$ cat config.mk
export PLATFORM = sky130hd
export DESIGN_NAME = multi_channel_task_watchdog_flat
export DESIGN_NICKNAME = d
export VERILOG_FILES = /design/src/hw/rtl/mctw_pkg.sv /design/src/hw/rtl/mctw_req_if.sv /design/src/hw/rtl/mctw_rsp_if.sv /design/src/hw/rtl/mctw_ram.sv /design/src/hw/rtl/mctw_rsp_stage.sv /design/src/hw/rtl/mctw_ctrl.sv /design/src/hw/rtl/multi_channel_task_watchdog.sv /design/src/flat_wrapper.sv
export SDC_FILE = /design/constraint.sdc
export NUM_CORES = 1
export LEC_CHECK = 0
export BUFFER_PORTS_ARGS = -buffer_cell sky130_fd_sc_hd__buf_4
export CAP_MARGIN = 0
export CORE_MARGIN = 2
export CORE_UTILIZATION = 45
export CTS_BUF_LIST = sky130_fd_sc_hd__clkbuf_4 sky130_fd_sc_hd__clkbuf_8 sky130_fd_sc_hd__clkbuf_16
export DETAILED_ROUTE_END_ITERATION = 8
export PLACE_DENSITY = 0.62
export SLEW_MARGIN = 0
export SYNTH_ARGS = -nofsm -noshare
export SYNTH_HDL_FRONTEND = slang
export SYNTH_SLANG_ARGS = --single-unit
$ cat constraint.sdc
create_clock -name clock -period 17.35 [get_ports clock]
set_input_delay 3.47 -clock clock [delete_from_list [all_inputs] [get_ports clock]]
set_output_delay 3.47 -clock clock [all_outputs]
set_load 0.02 [all_outputs]
$ cat src/hw/rtl/mctw_pkg.sv
package mctw_pkg;

   // Table geometry
   localparam int SLOTS       = 8;
   localparam int ID_BITS     = 8;
   localparam int MAX_RESULTS = 8;
   localparam int SLOT_BITS   = (SLOTS > 1) ? $clog2(SLOTS) : 1;
   localparam int CNT_BITS    = $clog2(MAX_RESULTS + 1);

   typedef logic [ID_BITS-1:0]   id_type;
   typedef logic [SLOT_BITS-1:0] slot_type;
   typedef logic [CNT_BITS-1:0]  cnt_type;
   typedef logic [31:0]          tick_type;

   // One slot entry as held in the slot RAM
   typedef struct packed {
      id_type   owner;
      tick_type limit;
      tick_type last_kick;
   } entry_type;

   localparam int ENTRY_BITS = $bits(entry_type);

   typedef enum logic [2:0] {
      CMD_REGISTER   = 3'd0,
      CMD_KICK       = 3'd1,
      CMD_UNREGISTER = 3'd2,
      CMD_QUERY      = 3'd3,
      CMD_CHECK      = 3'd4
   } cmd_type;

   typedef enum logic [2:0] {
      STS_OK       = 3'd0,
      STS_FULL     = 3'd1,
      STS_NOREG    = 3'd2,
      STS_TIMEOUT  = 3'd3,
      STS_NONE     = 3'd4
   } status_type;

   typedef enum logic [1:0] {
      FSM_IDLE,
      FSM_REG,
      FSM_SCAN,
      FSM_FLUSH
   } fsm_type;

   // One result word
   typedef struct packed {
      status_type   status;
      logic [2:0]   slot_index;
      logic [7:0]   owner_id;
      tick_type     kick_age;
      logic         last;
   } rsp_word_type;

   // Controller to output stage
   typedef struct packed {
      logic         valid;
      rsp_word_type word;
   } rsp_push_type;

endpackage

$ cat src/hw/rtl/mctw_req_if.sv
interface mctw_req_if;
   logic        valid;
   logic        ready;
   logic [2:0]  cmd;
   logic [7:0]  client_id;
   logic [31:0] timeout_ticks;
   logic [31:0] now_ticks;

   modport source (output valid, cmd, client_id, timeout_ticks, now_ticks, input ready);
   modport sink   (input valid, cmd, client_id, timeout_ticks, now_ticks, output ready);
endinterface

$ cat src/hw/rtl/mctw_rsp_if.sv
interface mctw_rsp_if;
   logic        valid;
   logic        ready;
   logic [2:0]  status;
   logic [2:0]  slot_index;
   logic [7:0]  owner_id;
   logic [31:0] kick_age;
   logic        last;

   modport source (output valid, status, slot_index, owner_id, kick_age, last,
                   input ready);
   modport sink   (input valid, status, slot_index, owner_id, kick_age, last,
                   output ready);
endinterface

$ cat src/hw/rtl/mctw_ram.sv
module mctw_ram #(
   parameter int WIDTH = 8,
   parameter int DEPTH = 8,
   parameter int ADDR_BITS = (DEPTH > 1) ? $clog2(DEPTH) : 1
) (
   input  logic                 clock,
   input  logic                 we,
   input  logic [ADDR_BITS-1:0] waddr,
   input  logic [WIDTH-1:0]     wdata,
   input  logic [ADDR_BITS-1:0] raddr,
   output logic [WIDTH-1:0]     rdata
);

   logic [WIDTH-1:0] mem_ff [DEPTH];
   logic [WIDTH-1:0] rdata_ff;

   // Write port
   always_ff @(posedge clock) begin
      if (we) begin
         mem_ff[waddr] <= wdata;
      end
   end

   // Registered read port
   always_ff @(posedge clock) begin
      rdata_ff <= mem_ff[raddr];
   end

   assign rdata = rdata_ff;

endmodule

$ cat src/hw/rtl/mctw_rsp_stage.sv
module mctw_rsp_stage (
   input  logic                  clock,
   input  logic                  reset,
   input  mctw_pkg::rsp_push_type push,
   output logic                  out_free,
   mctw_rsp_if.source            rsp_chan
);
   import mctw_pkg::*;

   logic         valid_ff, valid_in;
   rsp_word_type word_ff;

   // Slot is free when empty or being drained this cycle
   assign out_free = !valid_ff || rsp_chan.ready;
   assign valid_in = push.valid || (valid_ff && !rsp_chan.ready);

   always_ff @(posedge clock) begin
      if (reset) begin
         valid_ff <= 1'b0;
      end else begin
         valid_ff <= valid_in;
      end
   end

   always_ff @(posedge clock) begin
      if (push.valid) begin
         word_ff <= push.word;
      end
   end

   assign rsp_chan.valid      = valid_ff;
   assign rsp_chan.status     = word_ff.status;
   assign rsp_chan.slot_index = word_ff.slot_index;
   assign rsp_chan.owner_id   = word_ff.owner_id;
   assign rsp_chan.kick_age   = word_ff.kick_age;
   assign rsp_chan.last       = word_ff.last;

endmodule

$ cat src/hw/rtl/mctw_ctrl.sv
module mctw_ctrl (
   input  logic                   clock,
   input  logic                   reset,
   mctw_req_if.sink               req_chan,
   input  logic                   out_free,
   output mctw_pkg::rsp_push_type push,
   output logic                   ram_we,
   output mctw_pkg::slot_type     ram_waddr,
   output mctw_pkg::entry_type    ram_wdata,
   output mctw_pkg::slot_type     ram_raddr,
   input  mctw_pkg::entry_type    ram_rdata
);
   import mctw_pkg::*;

   fsm_type          state_ff, state_in;
   slot_type         idx_ff, idx_in;
   cnt_type          cnt_ff, cnt_in;
   logic [SLOTS-1:0] valid_ff, valid_in;
   logic             pend_valid_ff, pend_valid_in;
   rsp_word_type     pend_ff, pend_in;

   // Latched request word
   logic [2:0]       cmd_ff;
   id_type           id_ff;
   tick_type         tmo_ff;
   tick_type         now_ff;

   tick_type         elapsed;
   logic             cur_valid;
   logic             hit;
   logic             expired;
   logic             at_end;
   logic             free_found;
   slot_type         free_idx;

   assign req_chan.ready = (state_ff == FSM_IDLE);

   // Evaluation of the entry read last cycle
   assign elapsed   = now_ff - ram_rdata.last_kick;
   assign cur_valid = valid_ff[idx_ff];
   assign hit       = cur_valid && (ram_rdata.owner == id_ff);
   assign expired   = cur_valid && (elapsed > ram_rdata.limit);
   assign at_end    = (idx_ff == slot_type'(SLOTS - 1));

   // First free slot from the valid flops
   always_comb begin
      free_found = 1'b0;
      free_idx   = '0;
      for (int i = SLOTS - 1; i >= 0; i--) begin
         if (!valid_ff[i]) begin
            free_found = 1'b1;
            free_idx   = slot_type'(i);
         end
      end
   end

   // Next state and outputs
   always_comb begin
      state_in      = state_ff;
      idx_in        = idx_ff;
      cnt_in        = cnt_ff;
      valid_in      = valid_ff;
      pend_valid_in = pend_valid_ff;
      pend_in       = pend_ff;
      push          = '0;
      ram_we        = 1'b0;
      ram_waddr     = idx_ff;
      ram_wdata     = ram_rdata;
      ram_raddr     = idx_ff;

      case (state_ff)
         FSM_IDLE: begin
            ram_raddr = '0;
            if (req_chan.valid) begin
               idx_in        = '0;
               cnt_in        = '0;
               pend_valid_in = 1'b0;
               case (req_chan.cmd)
                  CMD_REGISTER:   state_in = FSM_REG;
                  CMD_KICK:       state_in = FSM_SCAN;
                  CMD_UNREGISTER: state_in = FSM_SCAN;
                  CMD_QUERY:      state_in = FSM_SCAN;
                  CMD_CHECK:      state_in = FSM_SCAN;
                  default:        state_in = FSM_IDLE;
               endcase
            end
         end

         FSM_REG: begin
            if (out_free) begin
               push.valid         = 1'b1;
               push.word.owner_id = 8'(id_ff);
               push.word.last     = 1'b1;
               if (free_found) begin
                  push.word.status     = STS_OK;
                  push.word.slot_index = 3'(free_idx);
                  ram_we               = 1'b1;
                  ram_waddr            = free_idx;
                  ram_wdata            = '{owner: id_ff, limit: tmo_ff, last_kick: now_ff};
                  valid_in[free_idx]   = 1'b1;
               end else begin
                  push.word.status     = STS_FULL;
               end
               state_in = FSM_IDLE;
            end
         end

         FSM_SCAN: begin
            if (cmd_ff == CMD_CHECK) begin
               // Hold on this slot while the previous timeout cannot leave
               if (!(expired && pend_valid_ff && !out_free)) begin
                  if (expired) begin
                     if (pend_valid_ff) begin
                        push.valid = 1'b1;
                        push.word  = pend_ff;
                     end
                     pend_in       = '{status: STS_TIMEOUT, slot_index: 3'(idx_ff),
                                       owner_id: 8'(ram_rdata.owner),
                                       kick_age: elapsed, last: 1'b0};
                     pend_valid_in    = 1'b1;
                     valid_in[idx_ff] = 1'b0;
                     cnt_in           = cnt_ff + cnt_type'(1);
                  end
                  if (at_end || (expired && cnt_ff == cnt_type'(MAX_RESULTS - 1))) begin
                     state_in = FSM_FLUSH;
                  end else begin
                     idx_in    = idx_ff + slot_type'(1);
                     ram_raddr = idx_ff + slot_type'(1);
                  end
               end
            end else if (hit) begin
               if (out_free) begin
                  push.valid           = 1'b1;
                  push.word.status     = STS_OK;
                  push.word.slot_index = 3'(idx_ff);
                  push.word.owner_id   = 8'(ram_rdata.owner);
                  push.word.kick_age   = elapsed;
                  push.word.last       = 1'b1;
                  if (cmd_ff == CMD_KICK) begin
                     ram_we              = 1'b1;
                     ram_wdata.last_kick = now_ff;
                  end
                  if (cmd_ff == CMD_UNREGISTER) begin
                     valid_in[idx_ff] = 1'b0;
                  end
                  state_in = FSM_IDLE;
               end
            end else if (at_end) begin
               if (out_free) begin
                  push.valid         = 1'b1;
                  push.word.status   = STS_NOREG;
                  push.word.owner_id = 8'(id_ff);
                  push.word.last     = 1'b1;
                  state_in           = FSM_IDLE;
               end
            end else begin
               idx_in    = idx_ff + slot_type'(1);
               ram_raddr = idx_ff + slot_type'(1);
            end
         end

         FSM_FLUSH: begin
            if (out_free) begin
               push.valid = 1'b1;
               if (pend_valid_ff) begin
                  push.word      = pend_ff;
                  push.word.last = 1'b1;
               end else begin
                  push.word.status = STS_NONE;
                  push.word.last   = 1'b1;
               end
               pend_valid_in = 1'b0;
               state_in      = FSM_IDLE;
            end
         end

         default: begin
            state_in = FSM_IDLE;
         end
      endcase
   end

   // Control registers
   always_ff @(posedge clock) begin
      if (reset) begin
         state_ff      <= FSM_IDLE;
         idx_ff        <= '0;
         cnt_ff        <= '0;
         valid_ff      <= '0;
         pend_valid_ff <= 1'b0;
      end else begin
         state_ff      <= state_in;
         idx_ff        <= idx_in;
         cnt_ff        <= cnt_in;
         valid_ff      <= valid_in;
         pend_valid_ff <= pend_valid_in;
      end
   end

   // Payload registers
   always_ff @(posedge clock) begin
      pend_ff <= pend_in;
      if (req_chan.valid && req_chan.ready) begin
         cmd_ff <= req_chan.cmd;
         id_ff  <= ID_BITS'(req_chan.client_id);
         tmo_ff <= req_chan.timeout_ticks;
         now_ff <= req_chan.now_ticks;
      end
   end

   // A result is only pushed into a free output stage
   a_push_free: assert property (@(posedge clock) disable iff (reset)
      push.valid |-> out_free)
      else $error("result pushed into a full output stage");

   // The slot RAM is written only in the register and scan states (by register and kick)
   a_write_state: assert property (@(posedge clock) disable iff (reset)
      ram_we |-> (state_ff == FSM_REG) || (state_ff == FSM_SCAN))
      else $error("slot RAM written outside register or scan");

   // An unused command produces nothing
   a_unused_silent: assert property (@(posedge clock) disable iff (reset)
      (req_chan.valid && req_chan.ready && (req_chan.cmd > CMD_CHECK)) |=> !push.valid)
      else $error("unused command produced a result");

   // A held timeout exists only during a check
   a_pend_scope: assert property (@(posedge clock) disable iff (reset)
      pend_valid_ff |-> (state_ff == FSM_SCAN) || (state_ff == FSM_FLUSH))
      else $error("pending timeout outside a check");

endmodule

$ cat src/hw/rtl/multi_channel_task_watchdog.sv
// Watchdog table of SLOTS client slots. Owner, timeout and last-kick time sit in one
// slot RAM with a registered read; the valid bits are flip-flops cleared by reset.
// One command word is taken at a time. Kick, unregister and query walk the RAM one
// slot per cycle from slot 0 and finish at the first matching slot. Check walks every
// slot, one per cycle unless a found timeout must wait for the result side, and holds
// the last timeout back until the walk ends so that its last flag is known.
// Results leave through a one-word output register.
module multi_channel_task_watchdog (
   input logic        clock,
   input logic        reset,
   mctw_req_if.sink   req_chan,
   mctw_rsp_if.source rsp_chan
);
   import mctw_pkg::*;

   rsp_push_type push;
   logic         out_free;
   logic         ram_we;
   slot_type     ram_waddr;
   slot_type     ram_raddr;
   entry_type    ram_wdata;
   entry_type    ram_rdata;

   mctw_ctrl u_ctrl (
      .clock     (clock),
      .reset     (reset),
      .req_chan  (req_chan),
      .out_free  (out_free),
      .push      (push),
      .ram_we    (ram_we),
      .ram_waddr (ram_waddr),
      .ram_wdata (ram_wdata),
      .ram_raddr (ram_raddr),
      .ram_rdata (ram_rdata)
   );

   mctw_ram #(
      .WIDTH (ENTRY_BITS),
      .DEPTH (SLOTS)
   ) u_slot_ram (
      .clock (clock),
      .we    (ram_we),
      .waddr (ram_waddr),
      .wdata (ram_wdata),
      .raddr (ram_raddr),
      .rdata (ram_rdata)
   );

   mctw_rsp_stage u_rsp_stage (
      .clock    (clock),
      .reset    (reset),
      .push     (push),
      .out_free (out_free),
      .rsp_chan (rsp_chan)
   );

endmodule
$ cat src/flat_wrapper.sv
// flat-port wrapper written by rule: the top's interface ports become plain ports
module multi_channel_task_watchdog_flat import mctw_pkg::*;
  (clock, reset, req_chan_valid, req_chan_cmd, req_chan_client_id, req_chan_timeout_ticks, req_chan_now_ticks, req_chan_ready, rsp_chan_valid, rsp_chan_status, rsp_chan_slot_index, rsp_chan_owner_id, rsp_chan_kick_age, rsp_chan_last, rsp_chan_ready);
  mctw_req_if req_chan_i ();
  mctw_rsp_if rsp_chan_i ();
  input logic clock;
  input logic reset;
  input wire logic [$bits(req_chan_i.valid)-1:0] req_chan_valid;
  input wire logic [$bits(req_chan_i.cmd)-1:0] req_chan_cmd;
  input wire logic [$bits(req_chan_i.client_id)-1:0] req_chan_client_id;
  input wire logic [$bits(req_chan_i.timeout_ticks)-1:0] req_chan_timeout_ticks;
  input wire logic [$bits(req_chan_i.now_ticks)-1:0] req_chan_now_ticks;
  output wire logic [$bits(req_chan_i.ready)-1:0] req_chan_ready;
  output wire logic [$bits(rsp_chan_i.valid)-1:0] rsp_chan_valid;
  output wire logic [$bits(rsp_chan_i.status)-1:0] rsp_chan_status;
  output wire logic [$bits(rsp_chan_i.slot_index)-1:0] rsp_chan_slot_index;
  output wire logic [$bits(rsp_chan_i.owner_id)-1:0] rsp_chan_owner_id;
  output wire logic [$bits(rsp_chan_i.kick_age)-1:0] rsp_chan_kick_age;
  output wire logic [$bits(rsp_chan_i.last)-1:0] rsp_chan_last;
  input wire logic [$bits(rsp_chan_i.ready)-1:0] rsp_chan_ready;
  assign req_chan_i.valid = req_chan_valid;
  assign req_chan_i.cmd = req_chan_cmd;
  assign req_chan_i.client_id = req_chan_client_id;
  assign req_chan_i.timeout_ticks = req_chan_timeout_ticks;
  assign req_chan_i.now_ticks = req_chan_now_ticks;
  assign req_chan_ready = req_chan_i.ready;
  assign rsp_chan_valid = rsp_chan_i.valid;
  assign rsp_chan_status = rsp_chan_i.status;
  assign rsp_chan_slot_index = rsp_chan_i.slot_index;
  assign rsp_chan_owner_id = rsp_chan_i.owner_id;
  assign rsp_chan_kick_age = rsp_chan_i.kick_age;
  assign rsp_chan_last = rsp_chan_i.last;
  assign rsp_chan_i.ready = rsp_chan_ready;
  multi_channel_task_watchdog u_core (.clock(clock), .reset(reset), .req_chan(req_chan_i), .rsp_chan(rsp_chan_i));
endmodule
* After elaboration in Yosys (flattened, before gate mapping)
Memories as Yosys holds them, arrays and structs flattened. A register that Yosys moved wholly into a read port is not among the register bits. Cells that the tools add are included.
Storage, ports and cells: flip-flop bits (word level) 184, RAM bits 576, bits of input ports 79, memories kept 1
Cells by class: add/subtract/negate cells 3, magnitude comparators 5, equality and inequality tests 27, multiplexer cells 104, bitwise logic cells 4, reductions and logical operators 28
Memories:
- u_core.u_slot_ram.mem_ff | depth 8, width 72, rd ports 1, clocked after Yosys merged registers in 1, write ports 1, line mctw_ram.sv:14 | logic [WIDTH-1:0] mem_ff [DEPTH];
Operators with widths (count):
- $mux W48 | 6
- $mux W32 | 5
- $mux W72 | 2
- $pmux W32 S2 | 2
- $mux W8 | 11
- $mux W3 | 20
- $pmux W15 S3 | 1
- $mux W43 | 1
- $mux W40 | 1
- $gt A32 B32 Y1 | 1
- $sub A32 B32 Y32 | 1
- $mux W1 | 28
- $mux W4 | 7
- $ne A3 B3 Y1 const B | 6
- $pmux W8 S2 | 1
- $mux W15 | 1
- $mux W2 | 7
- $ne A2 B2 Y1 const B | 7
- $pmux W3 S2 | 2
- $eq A3 B2 Y1 const B | 3
- $eq A3 B3 Y1 const B | 3
- $logic_and A1 B1 Y1 | 9
- $and A8 B8 Y8 | 1
- $eq A8 B8 Y1 | 1
- other kinds (32) | 44

* Logic depth before layout (Yosys ltp)
depth after elaboration 16, mapped depth 27, mapped depth without buffers 23

* Hierarchy
A second synthesis with hierarchy kept.
Second synthesis, totals: cells, all modules 1817, area total of the unflattened synthesis 33802.4 um^2
Modules (own cells, without submodules):
- mctw_ram | instances 1, cells each 917, area each 23368.7 um^2, seq. area each 18738.0 um^2
- mctw_ctrl | instances 1, cells each 849, area each 8976.1 um^2, seq. area each 3903.7 um^2
- mctw_rsp_stage | instances 1, cells each 51, area each 1457.6 um^2, seq. area each 1431.4 um^2

* Worst setup path before layout
OpenSTA, ideal clock, no wires.
path type input -> register, start input rsp_chan_ready, end memory u_core.u_slot_ram.mem_ff[7][0] (netlist bit), enable pin, setup time 0.590 ns, arrival time 9.759 ns, required time 16.760 ns, setup slack 7.001 ns, cell stages on the path 7, cells stage by stage nand2b_1 nand2_1 or4b_1 or2_1 a21boi_2 nand2_1 nor3_1
On the way: cells in the longest elaborated chain, start to end 7
Ends and longest elaborated chain:
- start, declared | line flat_wrapper.sv:20 | input wire logic [$bits(rsp_chan_i.ready)-1:0] rsp_chan_ready;
- $logic_or A1 B1 Y1 * | line mctw_rsp_stage.sv:14 | assign out_free = !valid_ff || rsp_chan.ready;
- $mux W1 | line mctw_ctrl.sv:132 | if (out_free) begin
- $mux W1 | line mctw_ctrl.sv:131 | end else if (hit) begin
- $mux W1 | line mctw_ctrl.sv:109 | if (cmd_ff == CMD_CHECK) begin
- $pmux W1 S2 | line mctw_ctrl.sv:71 | case (state_ff)
- $mux W1 | line mctw_ram.sv:19 | if (we) begin
- $mux W1 (not written as such) | line mctw_ram.sv:20 | mem_ff[waddr] <= wdata;
- end, declared | line mctw_ram.sv:14
Mark *: on every way between the ends. The rest lies on a longest branch, timed or not.

* Final worst setup path
start register u_core.u_ctrl.now_ff[12], end register u_core.u_slot_ram.rdata_ff[20] (netlist: u_core.u_slot_ram.rdata[20]), read port of u_core.u_slot_ram.mem_ff
On the way: cells in the longest elaborated chain, start to end 9
Ends and longest elaborated chain:
- start, declared | line mctw_ctrl.sv:26 | tick_type now_ff;
- start signal, assigned | line mctw_ctrl.sv:207 | now_ff <= req_chan.now_ticks;
- $sub A32 B32 Y32 * | line mctw_ctrl.sv:39 | assign elapsed = now_ff - ram_rdata.last_kick;
- named net u_core.u_ctrl.elapsed[29] | line mctw_ctrl.sv:28 | tick_type elapsed;
- $gt A32 B32 Y1 * | line mctw_ctrl.sv:42 | assign expired = cur_valid && (elapsed > ram_rdata.limit);
- $logic_and A1 B1 Y1 * | line mctw_ctrl.sv:42
- $logic_and A1 B1 Y1 | line mctw_ctrl.sv:124 | if (at_end || (expired && cnt_ff == cnt_type'(MAX_RESULTS - 1))) begin
- $logic_or A1 B1 Y1 | line mctw_ctrl.sv:124
- $mux W3 | line mctw_ctrl.sv:124
- $mux W3 * | line mctw_ctrl.sv:111 | if (!(expired && pend_valid_ff && !out_free)) begin
- $mux W3 * | line mctw_ctrl.sv:109
- $pmux W3 S2 * | line mctw_ctrl.sv:71
- end, declared | line mctw_ram.sv:15 | logic [WIDTH-1:0] rdata_ff;
The timed path passes the listed nets; every way through them passes the cells marked *. A chain may end at the register's enable or synchronous reset.

==> implementation parameters <==
Parameter                              Value

STA
  Hold slack    0.502 ns
  Count of final max-slew check failures    0
  Final hold vios    0
  Measured slew at the worst slew-check pin    1.24 ns
  Highest attainable clock frequency    120 MHz
  Headroom to the max-slew limit    0.174
  RSZ-0062 raised after global routing    false
  Final sum of negative setup slack    0 ns
  Final number of setup-violating endpoints    0
  Period minus WS final    8.33 ns
  Final period util    0.480
  Fin Clk Skew    0.0297 ns

Synthesis
  Number of synthesized flops with an enable pin    between 700 and 800
  Part of the Yosys area used for sequential elements    0.698
  Count of warnings emitted by yosys    0
  Cell accounting for the most synthesized area    sky130_fd_sc_hd__edfxtp_1
  Top cells by area, synth    sky130_fd_sc_hd__edfxtp_1 (65%), sky130_fd_sc_hd__dfxtp_1 (5.3%), sky130_fd_sc_hd__nand2_1 (5.2%), sky130_fd_sc_hd__mux2i_1 (4.2%), sky130_fd_sc_hd__a21oi_1 (2.8%)
  Main synth FF type    sky130_fd_sc_hd__edfxtp_1
  Number of storage elements in the synthesis netlist    832
  Mean cell area of the mapped netlist    13.8 µm²
  Proportion of netlist area held by the largest area contributor    0.645
  Async set-reset flop share out of synthesis    0
  Synthesized instance count    2505
  Mapped Nets    2656
  Yosys cell types    71
  Most repeated cell in the gate-level netlist after synthesis    sky130_fd_sc_hd__edfxtp_1
  Post-synth design cell area    34500 µm²
  Ranking of synthesized cells by instance count    sky130_fd_sc_hd__edfxtp_1 (741), sky130_fd_sc_hd__nand2_1 (481), sky130_fd_sc_hd__a21oi_1 (196)

Placed design
  Input/output buffers    127
  Placed Instance Area    36500 µm²
  Final weighted congestion of routability-driven global placement    roughly 0.85
  Detail Placement HPWL    50.2 mm

Global routing
  Final global-route overflow total    0
  Largest net degree at the start of global routing    180
  Via count of the first global-routing pass    between 20k and 25k
  Initial antenna violation count    1
  Total global routing track utilization    0.215
  Wire length of the first global-routing pass    127 mm

Clock tree
  Clock H-tree levels    3
  Buffer cell driving the clock tree root    sky130_fd_sc_hd__clkbuf_16
  Clk buf depth    3
  Clock latency of the later-clocked register in the worst-skew pair    0.64 ns
  Clock transition at path regs    0.06 ns
  Post-CTS setup buffers    0
  Post-CTS resize count    0
  Count of hold-fix buffers inserted at cts    0
  Total clock sinks    ~830
  Clock buffer count from CTS    87
  TritonCTS clock tree    yes

Die
  Core Box Area    75900 µm²
  DIE HEIGHT    281 µm
  Number of core rows    101
  Top-level I/O count    128
  Die Outline Area    just under 80000 µm²
  Initial cell density of the core    0.454
  Width of the die    about 280 µm

Route
  DRC violations left    0
  Total length of routed wires    approximately 85 mm
  1st-pass router iterations    7
  DR WL/cell    22.8 µm
  DRT antenna net count    0
  Detailed-route vias per instance    5.61
  Via count    20.9k
  Iteration-0 DRC Markers    between 1.5k and 2k

Critical path
  Arrival @ worst endpoint    8.90 ns
  Kind of launch point of the worst setup path    flop
  Critical path start-end classification    reg2reg
  Peak fanout along the critical path    approximately 180
  Required time of the worst setup path    17.92 ns
  Reg-to-reg slack, setup    9.02 ns
  Critical Path Sink Type    flop

Final layout
  Design area    between 30000 and 40000 µm²
  Layout cell share with drive strength beyond 1    0.152
  Number of nets in the layout    approximately 2.8k
  Relative area change from synthesis to final layout    14.4%

Flow run
  Number of max-capacitance violations reported    0

Power and ir drop
  Static Leakage    14.7 nW
  Worst vdd rail ir drop    162 µV
  Areal power density over the cells    roughly 190 nW/µm²

Status
  Run status    complete, no violations

Hold path
  Class of the tightest hold or removal check    reg2reg
layout by cell type (no fill, tap or decap), drive strengths merged, types with 5 or more instances in the layout:
master	Yosys	routed
a211oi	84	84
a21o	27	27
a21oi	197	197
a221oi	5	5
a22o	64	64
a22oi	10	10
a311oi	5	5
a31oi	6	6
a41oi	5	5
and2	5	5
buf	63	158
bufinv	0	10
clkbuf	59	106
clkinv	1	39
clkinvlp	0	5
dfxtp	91	91
edfxtp	741	741
ha	71	71
inv	81	84
mux2	72	72
mux2i	147	147
nand2	481	481
nand2b	8	8
nand3	21	21
nand4	7	7
nor2	55	55
nor2b	7	7
nor3	21	21
o21a	8	8
o21ai	61	61
o31ai	7	7
xnor2	26	26
xor2	12	12
state kept, by name (all words and copies together) (netlist names), 2 cells and up:
name,count
u_core.u_ctrl.cmd_ff,3
u_core.u_ctrl.cnt_ff,4
u_core.u_ctrl.id_ff,8
u_core.u_ctrl.idx_ff,3
u_core.u_ctrl.now_ff,32
u_core.u_ctrl.pend_ff,43
u_core.u_ctrl.state_ff,2
u_core.u_ctrl.tmo_ff,32
u_core.u_ctrl.valid_ff,8
u_core.u_rsp_stage.rsp_chan.kick_age,32
u_core.u_rsp_stage.rsp_chan.owner_id,8
u_core.u_rsp_stage.rsp_chan.slot_index,3
u_core.u_rsp_stage.rsp_chan.status,3
u_core.u_slot_ram.mem_ff,576
u_core.u_slot_ram.rdata,72
worst paths after layout:
check,start,end,depth (start not counted)
min reg2reg,u_core.u_ctrl.cnt_ff[1]$_SDFFE_PP0P_,u_core.u_ctrl.cnt_ff[1]$_SDFFE_PP0P_,2
min,u_core.u_ctrl.cnt_ff[1]$_SDFFE_PP0P_,u_core.u_ctrl.cnt_ff[1]$_SDFFE_PP0P_,2
max,u_core.u_ctrl.now_ff[12]$_DFFE_PP_,u_core.u_slot_ram.rdata[20]$_DFF_P_,23
max reg2reg,u_core.u_ctrl.now_ff[12]$_DFFE_PP_,u_core.u_slot_ram.rdata[20]$_DFF_P_,23
worst max-delay path, cell delays in order (launching register included):
cell                        delay, ns
sky130_fd_sc_hd__edfxtp_1        0.40
sky130_fd_sc_hd__ha_1            0.40
sky130_fd_sc_hd__a21o_1          0.22
sky130_fd_sc_hd__a21o_1          0.17
sky130_fd_sc_hd__a221oi_1        0.50
sky130_fd_sc_hd__o2111ai_1       0.20
sky130_fd_sc_hd__o21ai_0         0.44
sky130_fd_sc_hd__a41oi_1         0.27
sky130_fd_sc_hd__a21oi_1         0.29
sky130_fd_sc_hd__o21ai_0         0.14
sky130_fd_sc_hd__xnor2_1         0.47
sky130_fd_sc_hd__ha_1            0.35
sky130_fd_sc_hd__nand4_1         0.14
sky130_fd_sc_hd__a21oi_1         0.06
sky130_fd_sc_hd__a2111oi_0       0.42
sky130_fd_sc_hd__o31ai_1         0.30
sky130_fd_sc_hd__o21ai_2         0.42
sky130_fd_sc_hd__o32ai_1         0.20
sky130_fd_sc_hd__a311oi_4        0.25
sky130_fd_sc_hd__buf_4           0.91
sky130_fd_sc_hd__buf_12          0.87
sky130_fd_sc_hd__mux2i_1         0.18
sky130_fd_sc_hd__mux2_2          0.30
sky130_fd_sc_hd__a21oi_1         0.15
per-stage QoR:
step	power (W)	setup slack, ns	util	cells
6_report	0.00740	9.02	0.520	3734
3_3_place_gp	0.00540	9.09	0.480	3571
4_1_cts	0.00743	9.13	0.520	3733
5_1_grt	0.00776	8.55	0.520	3733
3_5_place_dp	0.00550	9.01	0.480	3571
2_1_floorplan	0.00469	7.00	-	2505
routing by layer:
layer / up-vias / track usage / share of wire / routed length (µm)
met3: 141 / 0.0316 / 0.053 / 4500
met5: - / 0 / 0 / 0
met1: 10600 / 0.290 / 0.44 / 37400
met4: 0 / 0.0725 / 0.031 / 2620
li1: 9596 / - / - / -
met2: 618 / 0.356 / 0.48 / 40600
cells by family after synthesis:
| kind of cell | synth area share |
|---|---|
| buf+inv | 0.0275 |
| fa+ha+maj | 0.0263 |
| compound gates | 0.0966 |
| xor+xnor | 0.00965 |
| flops | 0.698 |
| mux | 0.0679 |
| simple gates | 0.0741 |
power by group:
part | total [W] | switching (W) | leakage, nW | internal, W
sequential | 0.00284 | 0.000101 | 7.52 | 0.00274
clock | 0.00192 | 0.000773 | 1.49 | 0.00114
combinational | 0.00264 | 0.00176 | 5.70 | 0.000879
total | 0.00740 | 0.00263 | 14.7 | 0.00477
final cells by class:
type,instances,area [µm²]
clock inverters,56,563
inverters,82,308
multi-input cells,1469,9610
flip-flops and latches,832,24100
repair buffers,158,1200
diodes,1,2.50
clock buffers,106,2420
fillers,6256,36500
well taps,1030,1290
(Power assumes the default switching activity.)
